==> src/dtwc_pkg.sv <==
package dtwc_pkg;

  localparam int unsigned TimeW     = 64;
  localparam int unsigned WinW      = 32;
  localparam int unsigned WinFracW  = 16;
  localparam int unsigned PktW      = 16;
  localparam int unsigned ThrW      = 16;
  localparam int unsigned FactorW   = 16;
  localparam int unsigned NumW      = 8;
  localparam int unsigned CountW    = 8;
  localparam int unsigned ActionW   = 2;
  localparam int unsigned CfgIdxW   = 2;
  localparam int unsigned CfgDataW  = 16;
  localparam int unsigned ProdW     = WinW + FactorW;

  // The increase term is (numerator << 32) / window, so the dividend has
  // NumW + WinW bits and the quotient may be as wide as the dividend.
  localparam int unsigned DivDendW  = NumW + WinW;
  localparam int unsigned DivSorW   = WinW;
  localparam int unsigned DivSteps  = DivDendW;
  localparam int unsigned DivCntW   = $clog2(DivSteps);

  localparam logic [WinW-1:0]     WindowReset    = 32'h0001_0000;
  localparam logic [ThrW-1:0]     ThresholdReset = 16'd75;
  localparam logic [FactorW-1:0]  FactorReset    = 16'd39322;
  localparam logic [NumW-1:0]     NumeratorReset = 8'd10;
  localparam logic [CountW-1:0]   TargetReset    = 8'd4;

  localparam logic [ActionW-1:0] ActNone      = 2'd0;
  localparam logic [ActionW-1:0] ActDecreased = 2'd1;
  localparam logic [ActionW-1:0] ActIncreased = 2'd2;
  localparam logic [ActionW-1:0] ActCounted   = 2'd3;

  localparam logic [CfgIdxW-1:0] RegThreshold = 2'd0;
  localparam logic [CfgIdxW-1:0] RegFactor    = 2'd1;
  localparam logic [CfgIdxW-1:0] RegNumerator = 2'd2;
  localparam logic [CfgIdxW-1:0] RegTarget    = 2'd3;

  typedef struct packed {
    logic                start;
    logic [DivDendW-1:0] dividend;
    logic [DivSorW-1:0]  divisor;
  } div_req_t;

  typedef struct packed {
    logic                done;
    logic [DivDendW-1:0] quotient;
  } div_rsp_t;

endpackage

==> src/dtwc_div.sv <==
module dtwc_div (
  input  logic              clk,
  input  logic              rst_n,
  input  dtwc_pkg::div_req_t req,
  output dtwc_pkg::div_rsp_t rsp
);
  import dtwc_pkg::*;

  logic                busy_r;
  logic                done_r;
  logic [DivCntW-1:0]  cnt_r;
  logic [DivSorW-1:0]  sor_r;
  logic [DivSorW-1:0]  rem_r;
  logic [DivDendW-1:0] quo_r;

  logic [DivSorW:0]    trial;
  logic                fits;
  logic [DivSorW:0]    diff;

  // One restoring step per cycle: the dividend shifts out of the top of
  // quo_r while quotient bits shift in at the bottom.
  always_comb begin
    trial = {rem_r, quo_r[DivDendW-1]};
    fits  = (trial >= {1'b0, sor_r});
    diff  = trial - {1'b0, sor_r};
  end

  always_ff @(posedge clk) begin
    if (!rst_n) begin
      busy_r <= 1'b0;
      done_r <= 1'b0;
      cnt_r  <= '0;
    end else begin
      if (req.start) begin
        busy_r <= 1'b1;
        done_r <= 1'b0;
        cnt_r  <= '0;
      end else if (busy_r) begin
        if (cnt_r == DivCntW'(DivSteps - 1)) begin
          busy_r <= 1'b0;
          done_r <= 1'b1;
        end else begin
          done_r <= 1'b0;
        end
        cnt_r <= cnt_r + 1'b1;
      end else begin
        done_r <= 1'b0;
      end
    end
  end

  always_ff @(posedge clk) begin
    if (req.start) begin
      sor_r <= req.divisor;
      rem_r <= '0;
      quo_r <= req.dividend;
    end else if (busy_r) begin
      rem_r <= fits ? diff[DivSorW-1:0] : trial[DivSorW-1:0];
      quo_r <= {quo_r[DivDendW-2:0], fits};
    end
  end

  assign rsp.done     = done_r;
  assign rsp.quotient = quo_r;

endmodule

==> src/delay_triggered_window_control.sv <==
// Delay-triggered window control: one acknowledgement in, one result out.
//
// Each transfer on the input channel (in_valid high, in_stall low) carries
// the send and arrival timestamps of one acknowledgement. The block answers
// every acknowledgement with exactly one transfer on the output channel,
// giving the integer part of the congestion window and the action taken.
// Only one acknowledgement is worked on at a time; in_stall stays high from
// the transfer until the result has been loaded into the output register.
//
// A count-only or no-change acknowledgement passes through the evaluation
// and output steps; a decrease adds a step that applies the product, and an
// increase waits in the divide step for the single restoring divider, which
// retires one of its 40 quotient bits per cycle. The next acknowledgement
// can be taken as soon as the result is loaded into the output register.
//
// A held result does not block input: the block finishes its work and only
// waits in its final step while the output register is still full. Under
// out_stall, out_valid and the payload hold unchanged. Synchronous reset
// restores the configuration defaults, sets the window to 1.0, disarms the
// decrease and clears the count.
module delay_triggered_window_control (
  input  logic                         clk,
  input  logic                         rst_n,
  input  logic                         cfg_we,
  input  logic [dtwc_pkg::CfgIdxW-1:0]  cfg_index,
  input  logic [dtwc_pkg::CfgDataW-1:0] cfg_wdata,
  input  logic                         in_valid,
  output logic                         in_stall,
  input  logic [dtwc_pkg::TimeW-1:0]    in_sent_time,
  input  logic [dtwc_pkg::TimeW-1:0]    in_ack_time,
  output logic                         out_valid,
  input  logic                         out_stall,
  output logic [dtwc_pkg::PktW-1:0]     out_window_packets,
  output logic [dtwc_pkg::ActionW-1:0]  out_action_taken
);
  import dtwc_pkg::*;

  typedef enum logic [2:0] {
    S_IDLE,
    S_EVAL,
    S_DEC,
    S_DIV,
    S_OUT
  } state_t;

  state_t state_r;

  // Configuration registers.
  logic [ThrW-1:0]    thr_r;
  logic [FactorW-1:0] factor_r;
  logic [NumW-1:0]    num_r;
  logic [CountW-1:0]  target_r;

  // Algorithm state.
  logic [WinW-1:0]    window_r;
  logic               armed_r;
  logic [CountW-1:0]  count_r;

  // Working registers.
  logic [TimeW-1:0]   delay_r;
  logic [ProdW-1:0]   prod_r;
  logic [ActionW-1:0] action_r;
  div_req_t           div_req_r;
  div_rsp_t           div_rsp;

  logic               out_valid_r;
  logic [PktW-1:0]    out_pkts_r;
  logic [ActionW-1:0] out_action_r;

  // Delay comparison against the zero-extended threshold.
  logic               delay_hi;
  logic               delay_gt;
  logic               delay_lt;
  logic [WinW:0]      grown;
  logic               out_free;

  always_comb begin
    delay_hi = |delay_r[TimeW-1:ThrW];
    delay_gt = delay_hi || (delay_r[ThrW-1:0] > thr_r);
    delay_lt = !delay_hi && (delay_r[ThrW-1:0] < thr_r);
    grown    = {1'b0, window_r} + {1'b0, div_rsp.quotient[WinW-1:0]};
    out_free = !out_valid_r || !out_stall;
  end

  always_ff @(posedge clk) begin
    if (!rst_n) begin
      thr_r    <= ThresholdReset;
      factor_r <= FactorReset;
      num_r    <= NumeratorReset;
      target_r <= TargetReset;
    end else if (cfg_we) begin
      case (cfg_index)
        RegThreshold: thr_r    <= cfg_wdata[ThrW-1:0];
        RegFactor:    factor_r <= cfg_wdata[FactorW-1:0];
        RegNumerator: num_r    <= cfg_wdata[NumW-1:0];
        RegTarget:    target_r <= cfg_wdata[CountW-1:0];
        default: ;
      endcase
    end
  end

  // The sequencer: one clocked block for the state, the algorithm state and
  // the output register.
  always_ff @(posedge clk) begin
    if (!rst_n) begin
      state_r         <= S_IDLE;
      window_r        <= WindowReset;
      armed_r         <= 1'b0;
      count_r         <= '0;
      out_valid_r     <= 1'b0;
      div_req_r.start <= 1'b0;
    end else begin
      // The divider is started on the way out of the evaluation step.
      div_req_r.start <= (state_r == S_EVAL) && delay_lt && (count_r == target_r);
      if (out_valid_r && !out_stall && (state_r != S_OUT)) begin
        out_valid_r <= 1'b0;
      end
      case (state_r)
        S_IDLE: begin
          if (in_valid) begin
            delay_r <= in_ack_time - in_sent_time;
            state_r <= S_EVAL;
          end
        end
        S_EVAL: begin
          if (delay_gt && armed_r) begin
            prod_r  <= window_r * factor_r;
            state_r <= S_DEC;
          end else if (delay_lt && (count_r == target_r)) begin
            div_req_r.dividend <= {num_r, {WinW{1'b0}}};
            // A zero window is divided as one least significant bit.
            div_req_r.divisor  <= (window_r == '0) ? WinW'(1) : window_r;
            state_r            <= S_DIV;
          end else if (delay_lt) begin
            count_r  <= count_r + 1'b1;
            action_r <= ActCounted;
            state_r  <= S_OUT;
          end else begin
            action_r <= ActNone;
            state_r  <= S_OUT;
          end
        end
        S_DEC: begin
          window_r <= prod_r[ProdW-1:WinFracW];
          armed_r  <= 1'b0;
          action_r <= ActDecreased;
          state_r  <= S_OUT;
        end
        S_DIV: begin
          if (div_rsp.done) begin
            // Saturate when the quotient or the sum leaves 32 bits.
            if (grown[WinW] || (|div_rsp.quotient[DivDendW-1:WinW])) begin
              window_r <= '1;
            end else begin
              window_r <= grown[WinW-1:0];
            end
            armed_r  <= 1'b1;
            count_r  <= '0;
            action_r <= ActIncreased;
            state_r  <= S_OUT;
          end
        end
        S_OUT: begin
          if (out_free) begin
            out_valid_r  <= 1'b1;
            out_pkts_r   <= window_r[WinW-1:WinFracW];
            out_action_r <= action_r;
            state_r      <= S_IDLE;
          end
        end
        default: state_r <= S_IDLE;
      endcase
    end
  end

  dtwc_div u_div (
    .clk   (clk),
    .rst_n (rst_n),
    .req   (div_req_r),
    .rsp   (div_rsp)
  );

  assign in_stall           = (state_r != S_IDLE);
  assign out_valid          = out_valid_r;
  assign out_window_packets = out_pkts_r;
  assign out_action_taken   = out_action_r;

endmodule
==> config.mk <==
export PLATFORM = sky130hd
export DESIGN_NAME = delay_triggered_window_control
export DESIGN_NICKNAME = d
export VERILOG_FILES = /design/src/dtwc_pkg.sv /design/src/dtwc_div.sv /design/src/delay_triggered_window_control.sv
export SDC_FILE = /design/constraint.sdc
export NUM_CORES = 2
export LEC_CHECK = 0
export BUFFER_PORTS_ARGS = -buffer_cell sky130_fd_sc_hd__buf_2
export CORE_ASPECT_RATIO = 0.5
export CORE_UTILIZATION = 35
export DETAILED_ROUTE_END_ITERATION = 6
export MAX_ROUTING_LAYER = met4
export SYNTH_ARGS = -nofsm -noshare
export SYNTH_HDL_FRONTEND = slang
export SYNTH_SLANG_ARGS = --single-unit
export TNS_END_PERCENT = 100
==> constraint.sdc <==
create_clock -name clk -period 6.95 [get_ports clk]
set_input_delay 1.7375 -clock clk [delete_from_list [all_inputs] [get_ports clk]]
set_output_delay 1.7375 -clock clk [all_outputs]
set_load 0.02 [all_outputs]
==> results.py <==
metrics = {
    "sta": {
        "fmax_mhz": 148.3,
        "fin_crit_ns": 6.742,
        "setup_viol": 0,
        "worst_pin_slew_ns": 1.072,
        "fin_skew_ns": 0.02729,
        "setup_tns_ns": 0,
        "drv_slew": 0,
        "period_share": 0.9701,
        "relSlewSlack": 0.2793,
        "hold_violations": 0,
    },
    "clock_network": {
        "cts.path.max_buffers": 3,
        "cts_tree": "yes",
        "clock_latency_ns": 0.59,
        "cts_made_buffers": 40,
        "cts-htree-levels": 2,
        "clkSinkCount": 362,
        "clk_pin_slew_ns": 0.07,
        "cts_root_buffer": "clkbuf_16",
        "cts_hold_buf": 0,
    },
    "worst_setup_path": {
        "setup.worst_path.start": "factor_r[13]",
        "cp.required_ns": 7.38,
        "critPathKind": "flip-flop to flip-flop",
        "end_kind": "flip-flop",
        "critPathArrivalTime_ns": 7.17,
        "r2r.worst_path.cells": 24,
        "r2r-end": "prod_r[43]",
        "r2r_start": "factor_r[13]",
        "worstSetupStartpointType": "flip-flop",
        "r2r_setup_slack_ns": 0.21,
        "critPathCapture": "prod_r[43]",
        "critPathMaxFanout": 12,
    },
    "finish": {
        "final_util": 0.4049,
        "fin_cells": 5472,
        "drive_gt1_frac": 0.1245,
        "nNetsFinal": 4920,
        "fillerInstances": 9921,
        "final_area_um2": 40920,
        "area_growth_pct": 13.59,
    },
    "power_and_ir_drop": {
        "power.total_mw": 5.720,
        "peakVddDrop_uv": 158.4,
        "power_density_nw_per_um2": 139.8,
        "p_leak_nw": 18.64,
    },
    "synthesis": {
        "synthesis.nets": 4750,
        "synth_edf_count": 228,
        "avgSynthCellArea_um2": 9.196,
        "ys_types": 83,
        "ys_seq_area_frac": 0.2645,
        "ys_ff_latch": 362,
        "synth_warnings": 0,
        "synthesis.instances": 3917,
        "netlist_area_um2": 36020,
        "synth-main-ff-cell": "edfxtp_1",
        "async_flop_share": 0,
    },
    "worst_hold_path": {
        "hold_path.class": "flip-flop to flip-flop",
    },
    "global_route": {
        "first_global_vias": 28478,
        "antenna_found_initial": 8,
        "grt_first_pass_wirelength_um": 158800,
        "grt_max_degree": 68,
        "track_usage": 0.1978,
        "grt_overflow": 0,
    },
    "routing": {
        "vias": 27891,
        "dr.pass1.iters": 5,
        "drcViolationCount": 0,
        "wl_um": 100200,
        "initialDrtViolationCount": 1966,
        "viasPerCell": 5.097,
        "drt-wirelength-per-cell_um": 18.31,
        "ant_nets": 0,
    },
    "floorplan": {
        "num_rows": 82,
        "dieArea_um2": 104300,
        "die_x_um": 455.7,
        "initial_core_util": 0.3564,
        "core_um2": 101100,
        "die_y_um": 228.8,
        "ios": 171,
    },
    "place": {
        "dp.cells": 5386,
        "place_congestion": 0.9422,
        "dp_hpwl_um": 80910,
        "portBuffers": 170,
        "placed_area_um2": 39320,
    },
    "flow_run": {
        "cap_viol_max_count": 0,
    },
    "outcome": {
        "outcome": "complete, no violations",
    },
}
==> per-layer routing <==
layer / share of wire / track usage / up-vias
li1: - / - / 13110
met1: 0.44 / 0.2572 / 13876
met2: 0.48 / 0.3219 / 762
met3: 0.053 / 0.02508 / 143
met4: 0.028 / 0.05953 / 0
met5: 0 / - / -
==> metrics by stage <==
stage          setup slack, ns  hold WS [ns]
3_3_place_gp           -0.1356        0.4029
2_1_floorplan          0.01941        0.4003
5_1_grt               -0.01525        0.4194
3_5_place_dp           -0.2411        0.4045
4_1_cts               0.007155        0.4155
6_report                0.2079        0.4148
==> area by class of cell <==
cell class	instances	area (µm²)	area share
Antenna cell	9	22.52	0.0005504
Clock buffer	49	1070	0.02615
Clock inverter	25	245.2	0.005994
Inverter	592	2222	0.05431
Multi-Input combinational cell	2733	23620	0.5774
Sequential cell	362	9555	0.2335
Tap cell	1344	1682	0.04110
Timing Repair Buffer	358	2495	0.06098
==> cells in the final DEF (no fill, tap or decap), drive strengths merged, types with 7 or more instances in the layout <==
cell and instances:
inv 594, nand2 504, fa 420, buf 357, a21oi 286, ha 262, and2 230, edfxtp 228
nor2 164, dfxtp 134, o21ai 101, a21o 89, xor2 86, xnor2 68, nor2b 63, nand3 50
clkbuf 50, nand4 41, a211oi 40, nor4 30, nand2b 25, nor3 23, o21a 20, and3 20
mux2i 18, a31oi 18, clkinv 18, o21bai 17, o211ai 15, and4 14, mux2 11, diode 9
o31a 7, or3 7, a2111oi 7
==> worst max-delay path, cell delays in order, from the launching register on <==
cell       delay (ns)
dfxtp_4          0.37
buf_12           0.15
and2_1           0.15
fa_1             0.46
fa_1             0.54
fa_1             0.53
fa_1             0.52
fa_1             0.57
inv_1            0.06
fa_1             0.53
inv_1            0.04
ha_1             0.29
and3_1           0.20
and3_1           0.20
and2_4           0.18
a2111oi_4        0.30
a21boi_2         0.26
buf_4            0.16
o21ai_4          0.08
and3_4           0.22
nand2b_4         0.14
a41o_1           0.29
buf_4            0.14
buf_4            0.12
nor2b_1          0.09
==> timing repair <==
action                                 4_1_cts  5_1_grt
pin swaps                                    3       27
resized for setup                            9       54
endpoints found under the hold margin        0        0
buffers inserted                             0        2
setup endpoints to repair                    7       15
gates cloned                                 0        1
==> worst min-delay path by stage <==
stage / endpoint / cells past startpoint / startpoint
detailed placement: u_div.sor_r[10] / 0 / div_req_r[10]
floorplan: out_action_taken[0] / 0 / action_r[0]
CTS: u_div.sor_r[16] / 0 / div_req_r[16]
finish: u_div.sor_r[16] / 0 / div_req_r[16]
global placement: u_div.sor_r[15] / 0 / div_req_r[15]
global route: u_div.sor_r[16] / 0 / div_req_r[16]
==> power by group <==
part / internal (mW) / switching [mW] / leakage (nW) / total [mW]
Combinational: 0.461 / 0.663 / 14.8 / 1.12
Sequential: 2.37 / 0.0525 / 3.19 / 2.43
Clock: 1.22 / 0.947 / 0.641 / 2.17
Total: 4.06 / 1.66 / 18.6 / 5.72
==> Yosys cell counts, types with 5 or more instances <==
library cell / n / share of area
a211o_1: 6 / 0.0015
o21bai_1: 17 / 0.0035
and4_1: 14 / 0.0034
nor2_1: 164 / 0.017
nor2b_1: 63 / 0.011
or2_2: 5 / 0.00087
dfxtp_1: 134 / 0.074
nor3_1: 23 / 0.0032
nand2b_1: 25 / 0.0043
and3_1: 20 / 0.0035
fa_1: 420 / 0.23
nor4b_1: 5 / 0.0012
o21a_1: 20 / 0.0042
nand4_1: 41 / 0.0071
a41o_1: 6 / 0.0017
or3_1: 6 / 0.0010
nand2_1: 504 / 0.053
inv_1: 592 / 0.062
xnor2_1: 68 / 0.017
nand3_1: 50 / 0.0069
o21ai_0: 93 / 0.013
a211oi_1: 39 / 0.0081
a31oi_1: 18 / 0.0031
mux2i_1: 18 / 0.0050
clkbuf_1: 226 / 0.024
a21oi_1: 284 / 0.039
o211ai_1: 15 / 0.0031
mux2_2: 11 / 0.0034
nor4_1: 30 / 0.0052
xor2_1: 86 / 0.021
edfxtp_1: 228 / 0.19
and2_1: 229 / 0.040
o31a_1: 7 / 0.0017
a21o_1: 89 / 0.019
ha_1: 262 / 0.091
o31ai_1: 6 / 0.0013
a2111oi_0: 6 / 0.0015
o21ai_1: 8 / 0.0011
==> kinds of logic after synthesis <==
family	after synthesis	share of synthesized area
mux	29	0.008441
simple gates	1192	0.1601
fa+ha+maj	682	0.3244
buf+inv	822	0.08580
compound gates	676	0.1192
xor+xnor	154	0.03744
flops	362	0.2645
==> registers in the layout (all words and copies together), names as in the netlist, 16 cells and up <==
signal / count
delay_r: 64
div_req_r: 41
factor_r: 16
out_window_packets: 16
prod_r: 32
thr_r: 16
u_div.quo_r: 40
u_div.rem_r: 32
u_div.sor_r: 32
window_r: 32
(Power assumes the default switching activity.)
